<file path="config.mk">
export PLATFORM = sky130hd
export DESIGN_NAME = utf8_text_validator
export DESIGN_NICKNAME = d
export VERILOG_FILES = /design/src/sv/utf8v_pkg.sv /design/src/sv/utf8_text_validator.sv
export SDC_FILE = /design/constraint.sdc
export NUM_CORES = 1
export LEC_CHECK = 0
export ABC_AREA = 1
export BUFFER_PORTS_ARGS = -buffer_cell sky130_fd_sc_hd__clkbuf_2
export CAP_MARGIN = 20
export CORE_AREA = 5 5 91 93
export CTS_CLUSTER_SIZE = 24
export DETAILED_ROUTE_END_ITERATION = 7
export DIE_AREA = 0 0 96 98
export PLACE_DENSITY = 0.8
export SLEW_MARGIN = 30
export SYNTH_ARGS = -nofsm -noshare
export SYNTH_HDL_FRONTEND = slang
export SYNTH_SLANG_ARGS = --single-unit
export TNS_END_PERCENT = 100
</file>
<file path="constraint.sdc">
create_clock -name clk -period 3.9 [get_ports clk]
set_input_delay 0.78 -clock clk [delete_from_list [all_inputs] [get_ports clk]]
set_output_delay 0.78 -clock clk [all_outputs]
set_load 0.01 [all_outputs]
</file>
<file path="src/sv/utf8v_pkg.sv">
package utf8v_pkg;

    // Default width of the length limit
    localparam int DEFAULT_LENGTH_BITS = 16;
    localparam int DEFAULT_MAX_LENGTH  = 1023;

    localparam int CODE_BITS = 21;

    // Byte classes
    localparam logic [7:0] ASCII_TOP   = 8'h7F;
    localparam logic [7:0] CHAR_DEL    = 8'h7F;
    localparam logic [7:0] CHAR_SPACE  = 8'h20;
    localparam logic [7:0] CHAR_TAB    = 8'h09;
    localparam logic [7:0] CHAR_LF     = 8'h0A;
    localparam logic [7:0] CHAR_NUL    = 8'h00;
    localparam logic [7:0] LEAD2_LO    = 8'hC2;
    localparam logic [7:0] LEAD2_HI    = 8'hDF;
    localparam logic [7:0] LEAD3_LO    = 8'hE0;
    localparam logic [7:0] LEAD3_HI    = 8'hEF;
    localparam logic [7:0] LEAD4_LO    = 8'hF0;
    localparam logic [7:0] LEAD4_HI    = 8'hF4;
    localparam logic [1:0] CONT_TAG    = 2'b10;

    // Code point limits
    localparam logic [CODE_BITS-1:0] CODE_MAX     = 21'h10FFFF;
    localparam logic [CODE_BITS-1:0] SURR_LO      = 21'h00D800;
    localparam logic [CODE_BITS-1:0] SURR_HI      = 21'h00DFFF;
    localparam logic [CODE_BITS-1:0] MIN_TWO      = 21'h000080;
    localparam logic [CODE_BITS-1:0] MIN_THREE    = 21'h000800;
    localparam logic [CODE_BITS-1:0] MIN_FOUR     = 21'h010000;

    // Sequence length class: names give total bytes, values the continuation bytes expected
    typedef enum logic [1:0] {
        SEQ_NONE  = 2'd0,
        SEQ_TWO   = 2'd1,
        SEQ_THREE = 2'd2,
        SEQ_FOUR  = 2'd3
    } seq_class_t;

    // Smallest legal code point for a sequence length (overlong check)
    function automatic logic [CODE_BITS-1:0] min_code(input seq_class_t cls);
        logic [CODE_BITS-1:0] lim;
        case (cls)
            SEQ_TWO:   lim = MIN_TWO;
            SEQ_THREE: lim = MIN_THREE;
            SEQ_FOUR:  lim = MIN_FOUR;
            default:   lim = MIN_FOUR;
        endcase
        return lim;
    endfunction

endpackage

</file>
<file path="src/sv/utf8_text_validator.sv">
// Channel   Signals                                  Direction  Word
// input     in_valid, in_ready, text_byte            in         one string byte
// result    out_valid, out_ready, text_valid,        out        one verdict
//           byte_count
// config    cfg_valid, cfg_ready, max_length         in         length limit
//
// One byte per cycle sustained, except while a zero byte waits on an unread
// verdict. A byte is held in an input register, then decoded against the
// sequence state; a zero byte's verdict goes to the result register as it leaves.
// rst_n is asynchronous and clears all string state; the limit resets to 1023.
// A waiting verdict stalls only the terminator behind it; other bytes go on.
module utf8_text_validator #(
    parameter int LENGTH_BITS = utf8v_pkg::DEFAULT_LENGTH_BITS
) (
    input  logic                   clk,
    input  logic                   rst_n,
    input  logic                   in_valid,
    output logic                   in_ready,
    input  logic [7:0]             text_byte,
    output logic                   out_valid,
    input  logic                   out_ready,
    output logic                   text_valid,
    output logic [LENGTH_BITS:0]   byte_count,
    input  logic                   cfg_valid,
    output logic                   cfg_ready,
    input  logic [LENGTH_BITS-1:0] max_length
);
    import utf8v_pkg::*;

    localparam int CNT_BITS = LENGTH_BITS + 1;

    // Registers
    logic [LENGTH_BITS-1:0] limit_reg;
    logic [7:0]             byte_reg;
    logic                   byte_valid_reg;
    logic [1:0]             pend_reg, pend_next;
    logic [CODE_BITS-1:0]   acc_reg, acc_next;
    seq_class_t             class_reg, class_next;
    logic                   err_reg, err_next;
    logic [CNT_BITS-1:0]    len_reg, len_next;
    logic                   out_valid_reg, out_valid_next;
    logic                   verdict_reg, verdict_next;
    logic [CNT_BITS-1:0]    count_reg, count_next;

    logic                   is_term;
    logic                   advance;
    logic                   in_take;
    logic [CNT_BITS-1:0]    limit_ext;

    // Lead-byte decode
    logic                   start_err;
    seq_class_t             start_class;
    logic [1:0]             start_pend;
    logic [CODE_BITS-1:0]   start_acc;
    logic                   is_cont;
    logic [CODE_BITS-1:0]   shift_acc;
    logic                   code_bad;

    assign limit_ext = {1'b0, limit_reg};
    assign is_term   = (byte_reg == CHAR_NUL);
    assign advance   = byte_valid_reg && (!is_term || !out_valid_reg || out_ready);
    assign in_ready  = !byte_valid_reg || advance;
    assign in_take   = in_valid && in_ready;
    assign cfg_ready = 1'b1;

    assign out_valid  = out_valid_reg;
    assign text_valid = verdict_reg;
    assign byte_count = count_reg;

    // Config register
    always_ff @(posedge clk or negedge rst_n)
    begin
        if (!rst_n)
        begin
            limit_reg <= LENGTH_BITS'(DEFAULT_MAX_LENGTH);
        end
        else if (cfg_valid && cfg_ready)
        begin
            limit_reg <= max_length;
        end
    end

    // Input register
    always_ff @(posedge clk or negedge rst_n)
    begin
        if (!rst_n)
        begin
            byte_valid_reg <= 1'b0;
        end
        else if (in_ready)
        begin
            byte_valid_reg <= in_valid;
        end
    end

    always_ff @(posedge clk)
    begin
        if (in_take)
        begin
            byte_reg <= text_byte;
        end
    end

    // Start of a new character
    always_comb
    begin
        start_err   = 1'b0;
        start_class = SEQ_NONE;
        start_pend  = 2'd0;
        start_acc   = '0;
        if (byte_reg <= ASCII_TOP)
        begin
            start_err = ((byte_reg < CHAR_SPACE) && (byte_reg != CHAR_LF)
                         && (byte_reg != CHAR_TAB)) || (byte_reg == CHAR_DEL);
        end
        else if (byte_reg inside {[LEAD2_LO:LEAD2_HI]})
        begin
            start_class = SEQ_TWO;
            start_pend  = 2'd1;
            start_acc   = CODE_BITS'(byte_reg[4:0]);
        end
        else if (byte_reg inside {[LEAD3_LO:LEAD3_HI]})
        begin
            start_class = SEQ_THREE;
            start_pend  = 2'd2;
            start_acc   = CODE_BITS'(byte_reg[3:0]);
        end
        else if (byte_reg inside {[LEAD4_LO:LEAD4_HI]})
        begin
            start_class = SEQ_FOUR;
            start_pend  = 2'd3;
            start_acc   = CODE_BITS'(byte_reg[2:0]);
        end
        else
        begin
            start_err = 1'b1;
        end
    end

    // Continuation and end-of-sequence checks
    assign is_cont   = (byte_reg[7:6] == CONT_TAG);
    assign shift_acc = {acc_reg[CODE_BITS-7:0], byte_reg[5:0]};
    assign code_bad  = (shift_acc < min_code(class_reg)) || (shift_acc > CODE_MAX)
                       || ((shift_acc >= SURR_LO) && (shift_acc <= SURR_HI));

    // Next string state and result
    always_comb
    begin
        pend_next      = pend_reg;
        acc_next       = acc_reg;
        class_next     = class_reg;
        err_next       = err_reg;
        len_next       = len_reg;
        out_valid_next = out_valid_reg && !out_ready;
        verdict_next   = verdict_reg;
        count_next     = count_reg;
        if (advance)
        begin
            if (is_term)
            begin
                out_valid_next = 1'b1;
                verdict_next   = !err_reg && (pend_reg == 2'd0) && (len_reg != '0)
                                 && (len_reg <= limit_ext);
                count_next     = len_reg;
                pend_next      = 2'd0;
                acc_next       = '0;
                class_next     = SEQ_NONE;
                err_next       = 1'b0;
                len_next       = '0;
            end
            else
            begin
                if (len_reg <= limit_ext)
                begin
                    len_next = len_reg + CNT_BITS'(1);
                end
                if ((pend_reg != 2'd0) && is_cont)
                begin
                    pend_next = pend_reg - 2'd1;
                    if (pend_reg == 2'd1)
                    begin
                        err_next   = err_reg || code_bad;
                        acc_next   = '0;
                        class_next = SEQ_NONE;
                    end
                    else
                    begin
                        acc_next = shift_acc;
                    end
                end
                else
                begin
                    // broken sequence or fresh character
                    err_next   = err_reg || start_err || (pend_reg != 2'd0);
                    pend_next  = start_pend;
                    acc_next   = start_acc;
                    class_next = start_class;
                end
            end
        end
    end

    always_ff @(posedge clk or negedge rst_n)
    begin
        if (!rst_n)
        begin
            pend_reg      <= 2'd0;
            acc_reg       <= '0;
            class_reg     <= SEQ_NONE;
            err_reg       <= 1'b0;
            len_reg       <= '0;
            out_valid_reg <= 1'b0;
        end
        else
        begin
            pend_reg      <= pend_next;
            acc_reg       <= acc_next;
            class_reg     <= class_next;
            err_reg       <= err_next;
            len_reg       <= len_next;
            out_valid_reg <= out_valid_next;
        end
    end

    always_ff @(posedge clk)
    begin
        verdict_reg <= verdict_next;
        count_reg   <= count_next;
    end

    // Checks
    a_class_pend: assert property (@(posedge clk) disable iff (!rst_n)
        (pend_reg == 2'd0) == (class_reg == SEQ_NONE))
        else $error("pending count and sequence class disagree");

    a_pend_le_class: assert property (@(posedge clk) disable iff (!rst_n)
        pend_reg <= 2'(class_reg))
        else $error("more continuations pending than the sequence holds");

    a_len_sat: assert property (@(posedge clk) disable iff (!rst_n)
        len_reg <= limit_ext + CNT_BITS'(1))
        else $error("length counter past saturation");

    a_clear_after_term: assert property (@(posedge clk) disable iff (!rst_n)
        advance && is_term |=> (len_reg == '0) && !err_reg && (pend_reg == 2'd0)
                               && out_valid_reg)
        else $error("string state not cleared after verdict");

    a_good_verdict: assert property (@(posedge clk) disable iff (!rst_n)
        out_valid_reg && verdict_reg |-> (count_reg != '0) && (count_reg <= limit_ext))
        else $error("accepted string with bad length");

endmodule
</file>
Yosys cells after proc, flatten, opt, wreduce, memory -nomap -nowiden --
Index checks and enable logic that the tools add are counted.
Storage, ports and cells: input bits 29, register bits 81, word-level logic and storage cells 97, output and inout bits 21
Cells by class: magnitude comparators 13, multiplexer cells 28, reductions and logical operators 35, equal/unequal tests 8, $add $sub $neg 2
Operators by type and width (number):
- $mux 15 | 3
- $mux 17 | 2
- $pmux 17 s2 | 1
- $ge 8x8->1 const B | 3
- $le 8x8->1 const B | 3
- $ge 21x16->1 const B | 1
- $gt 21x21->1 const B | 1
- $le 21x16->1 const B | 1
- $lt 21x17->1 | 1
- $mux 2 | 9
- $add 17x1->17 const B | 1
- $le 17x16->1 | 1
- $reduce_bool 17->1 | 1
- $ne 8x4->1 const B | 2
- $logic_and 1x1->1 | 13
- $mux 5 | 2
- $logic_or 1x1->1 | 9
- $mux 1 | 9
- $eq 8x7->1 const B | 1
- $le 8x7->1 const B | 1
- $logic_not 8->1 | 1
- $lt 8x6->1 const B | 1
- $reduce_and 2->1 | 3
- $logic_not 1->1 | 5
- 8 further kinds | 11

Logic depth before layout (Yosys ltp) --
Gate-level depths: netlist of the first run.
word-level depth 10, gate-level depth with buffers 15, depth with buffers taken out 14

Least setup slack after synthesis of the first run --
OpenSTA, ideal clock, no wires.
kind register -> register, start point reg byte_reg[1], end point reg count_reg[0], in the netlist byte_count[0] (enable), cell stages (with the launch flop) 7, clock period less this slack 1.932 ns, path buffers 1, data arrival time 1.559 ns, data required time 3.527 ns, setup time 0.373 ns, slack 1.968 ns, path through edfxtp_1 > nor2_1 > nand2_1 > nor3_4 > buf_2 > nand2_1 > inv_1
Between the ends: longest elaborated chain between the ends 6
Ends and longest elaborated chain:
- start, declared | line utf8_text_validator.sv:34 | logic [7:0] byte_reg;
- start signal, assigned | line utf8_text_validator.sv:100 | byte_reg <= text_byte;
- $logic_not 8->1 * | line utf8_text_validator.sv:60 | assign is_term = (byte_reg == CHAR_NUL);
- $logic_not 1->1 | line utf8_text_validator.sv:61 | assign advance = byte_valid_reg && (!is_term || !out_valid_reg || out_ready);
- $logic_or 1x1->1 (2 in a row) | line utf8_text_validator.sv:61
- $logic_and 1x1->1 | line utf8_text_validator.sv:61
- $reduce_and 2->1 (no source line) *
- end signal, assigned | line utf8_text_validator.sv:228 | count_reg <= count_next;
- end, declared | line utf8_text_validator.sv:43 | logic [CNT_BITS-1:0] count_reg, count_next;
Mark *: on every way between the ends. The rest lies on a longest branch, timed or not. A chain may end at the register's enable or synchronous reset.

Final worst setup path of the first run --
start point reg byte_reg[2], end point out in_ready
Between the ends: longest elaborated chain between the ends 6
Ends and longest elaborated chain:
- $logic_not 8->1 | line utf8_text_validator.sv:60
- $logic_not 1->1 | line utf8_text_validator.sv:61
- $logic_or 1x1->1 (2 in a row) | line utf8_text_validator.sv:61
- $logic_and 1x1->1 | line utf8_text_validator.sv:61
- $logic_or 1x1->1 | line utf8_text_validator.sv:62 | assign in_ready = !byte_valid_reg || advance;
- end, declared | line utf8_text_validator.sv:18 | output logic in_ready,
No other way between the ends.

==> results.py, run 1 <==
metrics = {
    "critical_path": {
        "r2r-start": "byte_reg[2]",
        "crit_path_end_kind": "output port",
        "critPathKind": "reg2out",
        "cp.arrival_ps": 2140,
        "startpoint": "byte_reg[2]",
        "worstReg2RegEnd": "text_valid",
        "critPathLaunchType": "flip-flop",
        "cp_data_required_time_ps": 3120,
        "r2r_cells": 8,
        "rrSetupSlack_ps": 1330,
        "worstPathMaxFanout": 16,
    },
    "min_path": {
        "hold_path_class": "in2async",
    },
    "sta": {
        "skew_ps": 11.4,
        "worst_slack_ps": 976,
        "slew_violations": 0,
        "worstMarginPinSlew_ps": 705,
        "setup_tns_ps": 0,
        "setup_viol": 0,
        "period_needed_ps": 2920,
        "clock.fmax_ghz": 0.342,
        "hold_violations": 0,
        "whs_ps": 393,
        "slew_headroom_pct": 52.6,
        "grt_setup_unrepaired": "false",
        "fin_crit_sh_pct": 75.0,
    },
    "synthesis": {
        "synth_area_leaders": "dfrtp_1 (26%), edfxtp_1 (18%), nand2_1 (12%), ha_1 (7.0%), dfstp_2 (6.1%)",
        "synth-edff-count": 26,
        "ys.flop_type": "dfrtp_1",
        "synth_seq_cells": 81,
        "yosysSeqAreaShare_pct": 50.5,
        "netlist.area_leader.share_pct": 26.2,
        "synth_common_cells": "nand2_1 (134), inv_1 (64), nor2_1 (49)",
        "synth_area_sq_mm": 0.00430,
        "post-synth-top-count-cell": "nand2_1",
        "yosysTopAreaCell": "dfrtp_1",
        "synth.distinct_cells": 37,
        "ys_async_sr_fraction_pct": 67.9,
        "syn_area_per_cell_sq_um": 8.53,
        "yosysWarnings": 0,
        "syn_nets": 557,
        "syn_inst": 504,
    },
    "pwr": {
        "intPower_mw": 1.49,
        "vdd_drop_max_uv": 250,
        "pwr-share-seq_pct": 49.8,
        "switching_share_pct": 27.4,
        "powerDensity_mw_per_mm2": 424,
        "pwr-share-comb_pct": 15.7,
        "p_leak_nw": 2.40,
        "p_total_mw": 2.06,
        "switchingPower_mw": 0.564,
        "clkPwrFrac_pct": 34.5,
    },
    "detailed_routing": {
        "routedWlPerCell_um": 13.7,
        "first_pass_iters": 5,
        "ant_nets": 0,
        "highest_layer": "met4",
        "drt_iter0_drc": 339,
        "vias": 3499,
        "m1WireLength_um": 4160,
        "wl_met3_um": 522,
        "met2_length_um": 4270,
        "drc_errors": 0,
        "wl_um": 9090,
        "vias_per_cell": 5.29,
    },
    "global_route": {
        "overflow": 0,
        "grt_pass1_vias": 3280,
        "track_usage_pct": 21.0,
        "grt_pass1_wl_um": 15600,
        "grt_max_degree": 37,
        "grt_antenna_before_repair": 0,
    },
    "clock_network": {
        "cts_resized": 0,
        "hold_buffers": 0,
        "clockRootBuffer": "clkbuf_8",
        "cts_buffers": 9,
        "h-tree-depth": 3,
        "clock_latency_ps": 350,
        "clock_sinks": 81,
        "cts_setup_buffers": 0,
        "cts.path.max_buffers": 2,
        "clk_pin_slew_ps": 80,
        "cts_tree": "yes",
    },
    "cells_and_area": {
        "area_delta_synth_final_pct": 12.9,
        "fin_nets": 607,
        "fin_util_pct": 65.2,
        "drive_gt1_share_pct": 16.1,
        "n_antenna_cell": 0,
    },
    "placement": {
        "placement.io_buffers": 48,
        "gp_congestion": 0.934,
        "dp_hpwl_um": 6710,
        "place_ws_ps": 1410,
    },
    "status": {
        "status": "finished, final reports clean",
    },
    "floorplan": {
        "rows": 32,
        "initial_core_util_pct": 57.7,
        "die_area_sq_mm": 0.00941,
        "core_sq_mm": 0.00745,
        "die-width_um": 96,
        "ioPinCount": 50,
        "die_y_um": 98,
    },
    "flow_run": {
        "cap_violations": 0,
    },
}
[power by group through the flow]
stage / Combinational (mW) / Clock [mW] / Sequential (mW)
final: 0.322 / 0.711 / 1.02
after global routing: 0.374 / 0.762 / 1.03
after CTS: 0.323 / 0.724 / 1.02
after detailed placement: 0.319 / 0 / 1.04
after global placement: 0.302 / 0 / 1.04
after floorplan: 0.238 / 0 / 1.02
[placed cells by master (no fill, tap or decap), types with 3 or more instances in the layout]
| cell type | count |
|---|---|
| o21ai_1 | 5 |
| edfxtp_1 | 26 |
| nand3_2 | 3 |
| ha_1 | 24 |
| nand4_1 | 12 |
| inv_2 | 4 |
| nor3_1 | 15 |
| clkbuf_8 | 10 |
| a21oi_1 | 8 |
| xor2_1 | 7 |
| nor2_1 | 49 |
| inv_1 | 64 |
| clkbuf_2 | 48 |
| o21ai_0 | 22 |
| nor4_1 | 3 |
| o22ai_1 | 9 |
| dfstp_2 | 10 |
| dfrtp_1 | 45 |
| nand2_1 | 134 |
| nand3_1 | 33 |
[routing by layer]
| metal | vias to the layer above | GRT usage (%) |
|---|---|---|
| met3 | 14 | 4.39 |
| met2 | 105 | 32.6 |
| met5 | - | 0 |
| li1 | 1736 | - |
| met4 | 0 | 6.13 |
| met1 | 1644 | 29.6 |
[metrics by stage]
| stage | instance area, sq um | cells |
|---|---|---|
| final | 4850 | 661 |
| after global routing | 4850 | 661 |
| after CTS | 4850 | 661 |
| after detailed placement | 4610 | 645 |
| after global placement | 4610 | 645 |
| after floorplan | 4300 | 504 |
[cell families (layout without fill, tap and decap cells)]
kind of cell	count (synthesis)	count (layout)	share of synthesized area (%)
other	1	1	0.0873
adders and majority gates	24	24	6.99
muxes	1	1	0.262
and+or+nand+nor	260	260	26.6
AOI/OAI and AO/OA	49	49	6.26
xor gates and xnor gates	9	9	1.83
buffers and inverters	79	134	7.51
DFF	81	81	50.5
[worst max-delay path by stage]
| stage | to | slack (ps) | cells past startpoint |
|---|---|---|---|
| 6_report | in_ready | 980 | 5 |
| 5_1_grt | in_ready | 810 | 5 |
| 4_1_cts | in_ready | 980 | 5 |
| 3_5_place_dp | byte_count[0] | 1410 | 8 |
| 3_3_place_gp | in_ready | 1480 | 5 |
| 2_1_floorplan | byte_count[0] | 1970 | 6 |
[critical path, stage by stage (launching register included)]
cell and delay (ps):
edfxtp_1 470, nor2_1 210, nand2_1 130, nor3_4 530
nand3_1 270, clkbuf_2 200
[cell type report]
cell class / instances / area [sq um]
clock buffer: 12 / 166
clock inverter: 4 / 73.8
fill: 626 / 2590
inverter: 69 / 262
multi-input combinational: 344 / 1810
sequential: 81 / 2170
tap: 102 / 128
timing repair buffer: 49 / 248
Power figures use the tool's default switching activity.
==> run 2: changes to the inputs <==
--- a/config.mk
+++ b/config.mk
@@ -8,11 +8,11 @@
 export ABC_AREA = 1
 export BUFFER_PORTS_ARGS = -buffer_cell sky130_fd_sc_hd__clkbuf_2
 export CAP_MARGIN = 20
-export CORE_AREA = 5 5 91 93
+export CORE_AREA = 5 5 93 95
 export CTS_CLUSTER_SIZE = 24
 export DETAILED_ROUTE_END_ITERATION = 7
-export DIE_AREA = 0 0 96 98
-export PLACE_DENSITY = 0.8
+export DIE_AREA = 0 0 98 100
+export PLACE_DENSITY = 0.77
 export SLEW_MARGIN = 30
 export SYNTH_ARGS = -nofsm -noshare
 export SYNTH_HDL_FRONTEND = slang
==> constraint.sdc (replaced) <==
create_clock -name clk -period 2.7 [get_ports clk]
set_input_delay 0.54 -clock clk [delete_from_list [all_inputs] [get_ports clk]]
set_output_delay 0.54 -clock clk [all_outputs]
set_load 0.01 [all_outputs]
==> run 2 against run 1 <==
Effect of this change: cell area down 0.31%; first-iteration DRC count down 13%; critical path depth up 7; total power up 36%; worst setup slack worse by 480 ps; count of clock-buffer cells in the layout unchanged; sequential power up 45%; sequential share of layout area up 0.14 points; cell count up 0.61%; register-to-register slack worse by 830 ps; clock power up 21%; via count up 1.1%; critical endpoint is now len_reg[14]; largest power group unchanged.
==> results.py, run 2 (synthesis gave the netlist of run 1 again) <==
metrics = {
    "floorplan": {
        "die-width_um": 98,
        "core_sq_mm": 0.00765,
        "die_area_sq_mm": 0.00980,
        "rows": 32,
        "die_y_um": 100,
        "ioPinCount": 50,
        "initial_core_util_pct": 56.2,
    },
    "pwr": {
        "switching_share_pct": 29.3,
        "pwr-share-seq_pct": 52.9,
        "powerDensity_mw_per_mm2": 579,
        "vdd_drop_max_uv": 424,
        "switchingPower_mw": 0.819,
        "p_total_mw": 2.80,
        "intPower_mw": 1.98,
        "pwr-share-comb_pct": 16.5,
        "p_leak_nw": 2.39,
        "clkPwrFrac_pct": 30.6,
    },
    "flow_run": {
        "cap_violations": 0,
    },
    "cells_and_area": {
        "n_antenna_cell": 0,
        "drive_gt1_share_pct": 16.3,
        "final_cell_mix": "nand2_1 (134), inv_1 (64), nor2_1 (49)",
        "fin_nets": 611,
        "mostFrequentLayoutCell": "nand2_1",
        "area_delta_synth_final_pct": 12.5,
        "fin_util_pct": 63.3,
        "fin_cells": 665,
        "design_area_sq_mm": 0.00484,
    },
    "placement": {
        "dpl_cell_area_sq_mm": 0.00465,
        "gp_congestion": 0.980,
        "placed_cells": 649,
        "placement.io_buffers": 48,
        "dp_hpwl_um": 6650,
    },
    "sta": {
        "setup_viol": 0,
        "slew_headroom_pct": 59.6,
        "grt_setup_unrepaired": "false",
        "period_needed_ps": 2200,
        "worstMarginPinSlew_ps": 607,
        "setup_tns_ps": 0,
        "fin_crit_sh_pct": 81.5,
        "slew_violations": 0,
        "clock.fmax_ghz": 0.455,
        "hold_violations": 0,
        "skew_ps": 8.62,
    },
    "critical_path": {
        "crit_path_end_kind": "flip-flop",
        "critPathKind": "reg2reg",
        "cp_data_required_time_ps": 2990,
        "r2r_cells": 12,
        "critPathLaunchType": "flip-flop",
        "worstPathMaxFanout": 17,
        "cp.arrival_ps": 2490,
    },
    "clock_network": {
        "clockRootBuffer": "clkbuf_8",
        "cts_setup_buffers": 0,
        "clock_sinks": 81,
        "clock_latency_ps": 360,
        "clk_pin_slew_ps": 80,
        "cts_buffers": 9,
        "h-tree-depth": 3,
        "cts_resized": 0,
        "hold_buffers": 0,
        "cts_tree": "yes",
        "cts.path.max_buffers": 2,
    },
    "global_route": {
        "track_usage_pct": 19.1,
        "grt_pass1_vias": 3301,
        "grt_max_degree": 37,
        "grt_antenna_before_repair": 0,
        "grt_pass1_wl_um": 15100,
        "overflow": 0,
    },
    "detailed_routing": {
        "drc_errors": 0,
        "first_pass_iters": 5,
        "ant_nets": 0,
        "vias": 3539,
        "vias_per_cell": 5.32,
        "routedWlPerCell_um": 13.4,
        "drt_iter0_drc": 295,
        "wl_um": 8930,
    },
    "status": {
        "status": "finished, final reports clean",
    },
    "min_path": {
        "hold_path_class": "in2async",
    },
}
## run 2: cell count changes in the layout (fill, tap and decap cells not counted), sizes merged
cell / previous run / this run
buf: 1 / 5
bufinv: 2 / 1
clkinvlp: 0 / 1
## run 2: critical path, stage by stage, from the launching register on
cell and delay (ps):
dfstp_2 520, inv_1 40, ha_1 300, nand2_1 80, nor2_1 210, nand3_1 100, nor2_1 100, nor2_1 50
nand2_1 80, nand3_2 250, nand2_4 280, nand2_1 70, nand2_1 70
## run 2: cell type report
class	count	area [sq um]
Fill cell	655	2810
Sequential cell	81	2170
Multi-Input combinational cell	344	1810
Timing Repair Buffer	53	290
Inverter	69	262
Clock buffer	12	135
Tap cell	102	128
Clock inverter	4	47.5
## run 2: layer usage
layer | vias up | global-route usage, % | part of all wire [%]
li1 | 1752 | - | -
met1 | 1636 | 26.9 | 48
met2 | 131 | 29.5 | 43
met3 | 20 | 4.17 | 6.4
met4 | 0 | 6.60 | 2.0
met5 | - | 0 | 0
## run 2: per-stage QoR
stage          hold WS [ps]  worst slack [ps]
3_3_place_gp            474               638
2_1_floorplan           244               768
5_1_grt                 221               312
4_1_cts                 195               520
6_report                175               501
3_5_place_dp            485               539
## run 2: final timing paths
kind                                    from            to  slack, ps
min in group clk                text_byte[7]   byte_reg[7]        350
worst max-delay path            limit_reg[8]   len_reg[14]        500
worst max register to register  limit_reg[8]   len_reg[14]        500
worst min register to register  limit_reg[1]  limit_reg[1]        490
worst min-delay path                   rst_n    len_reg[3]        180
max in group asynchronous              rst_n   len_reg[10]       1940
## run 2: power groups by stage
stage / Sequential [mW] / Clock (mW) / Combinational, mW
after floorplan: 1.47 / 0 / 0.344
after global placement: 1.50 / 0 / 0.439
after detailed placement: 1.50 / 0 / 0.460
after CTS: 1.48 / 0.864 / 0.463
after global routing: 1.49 / 0.929 / 0.534
final: 1.48 / 0.857 / 0.461
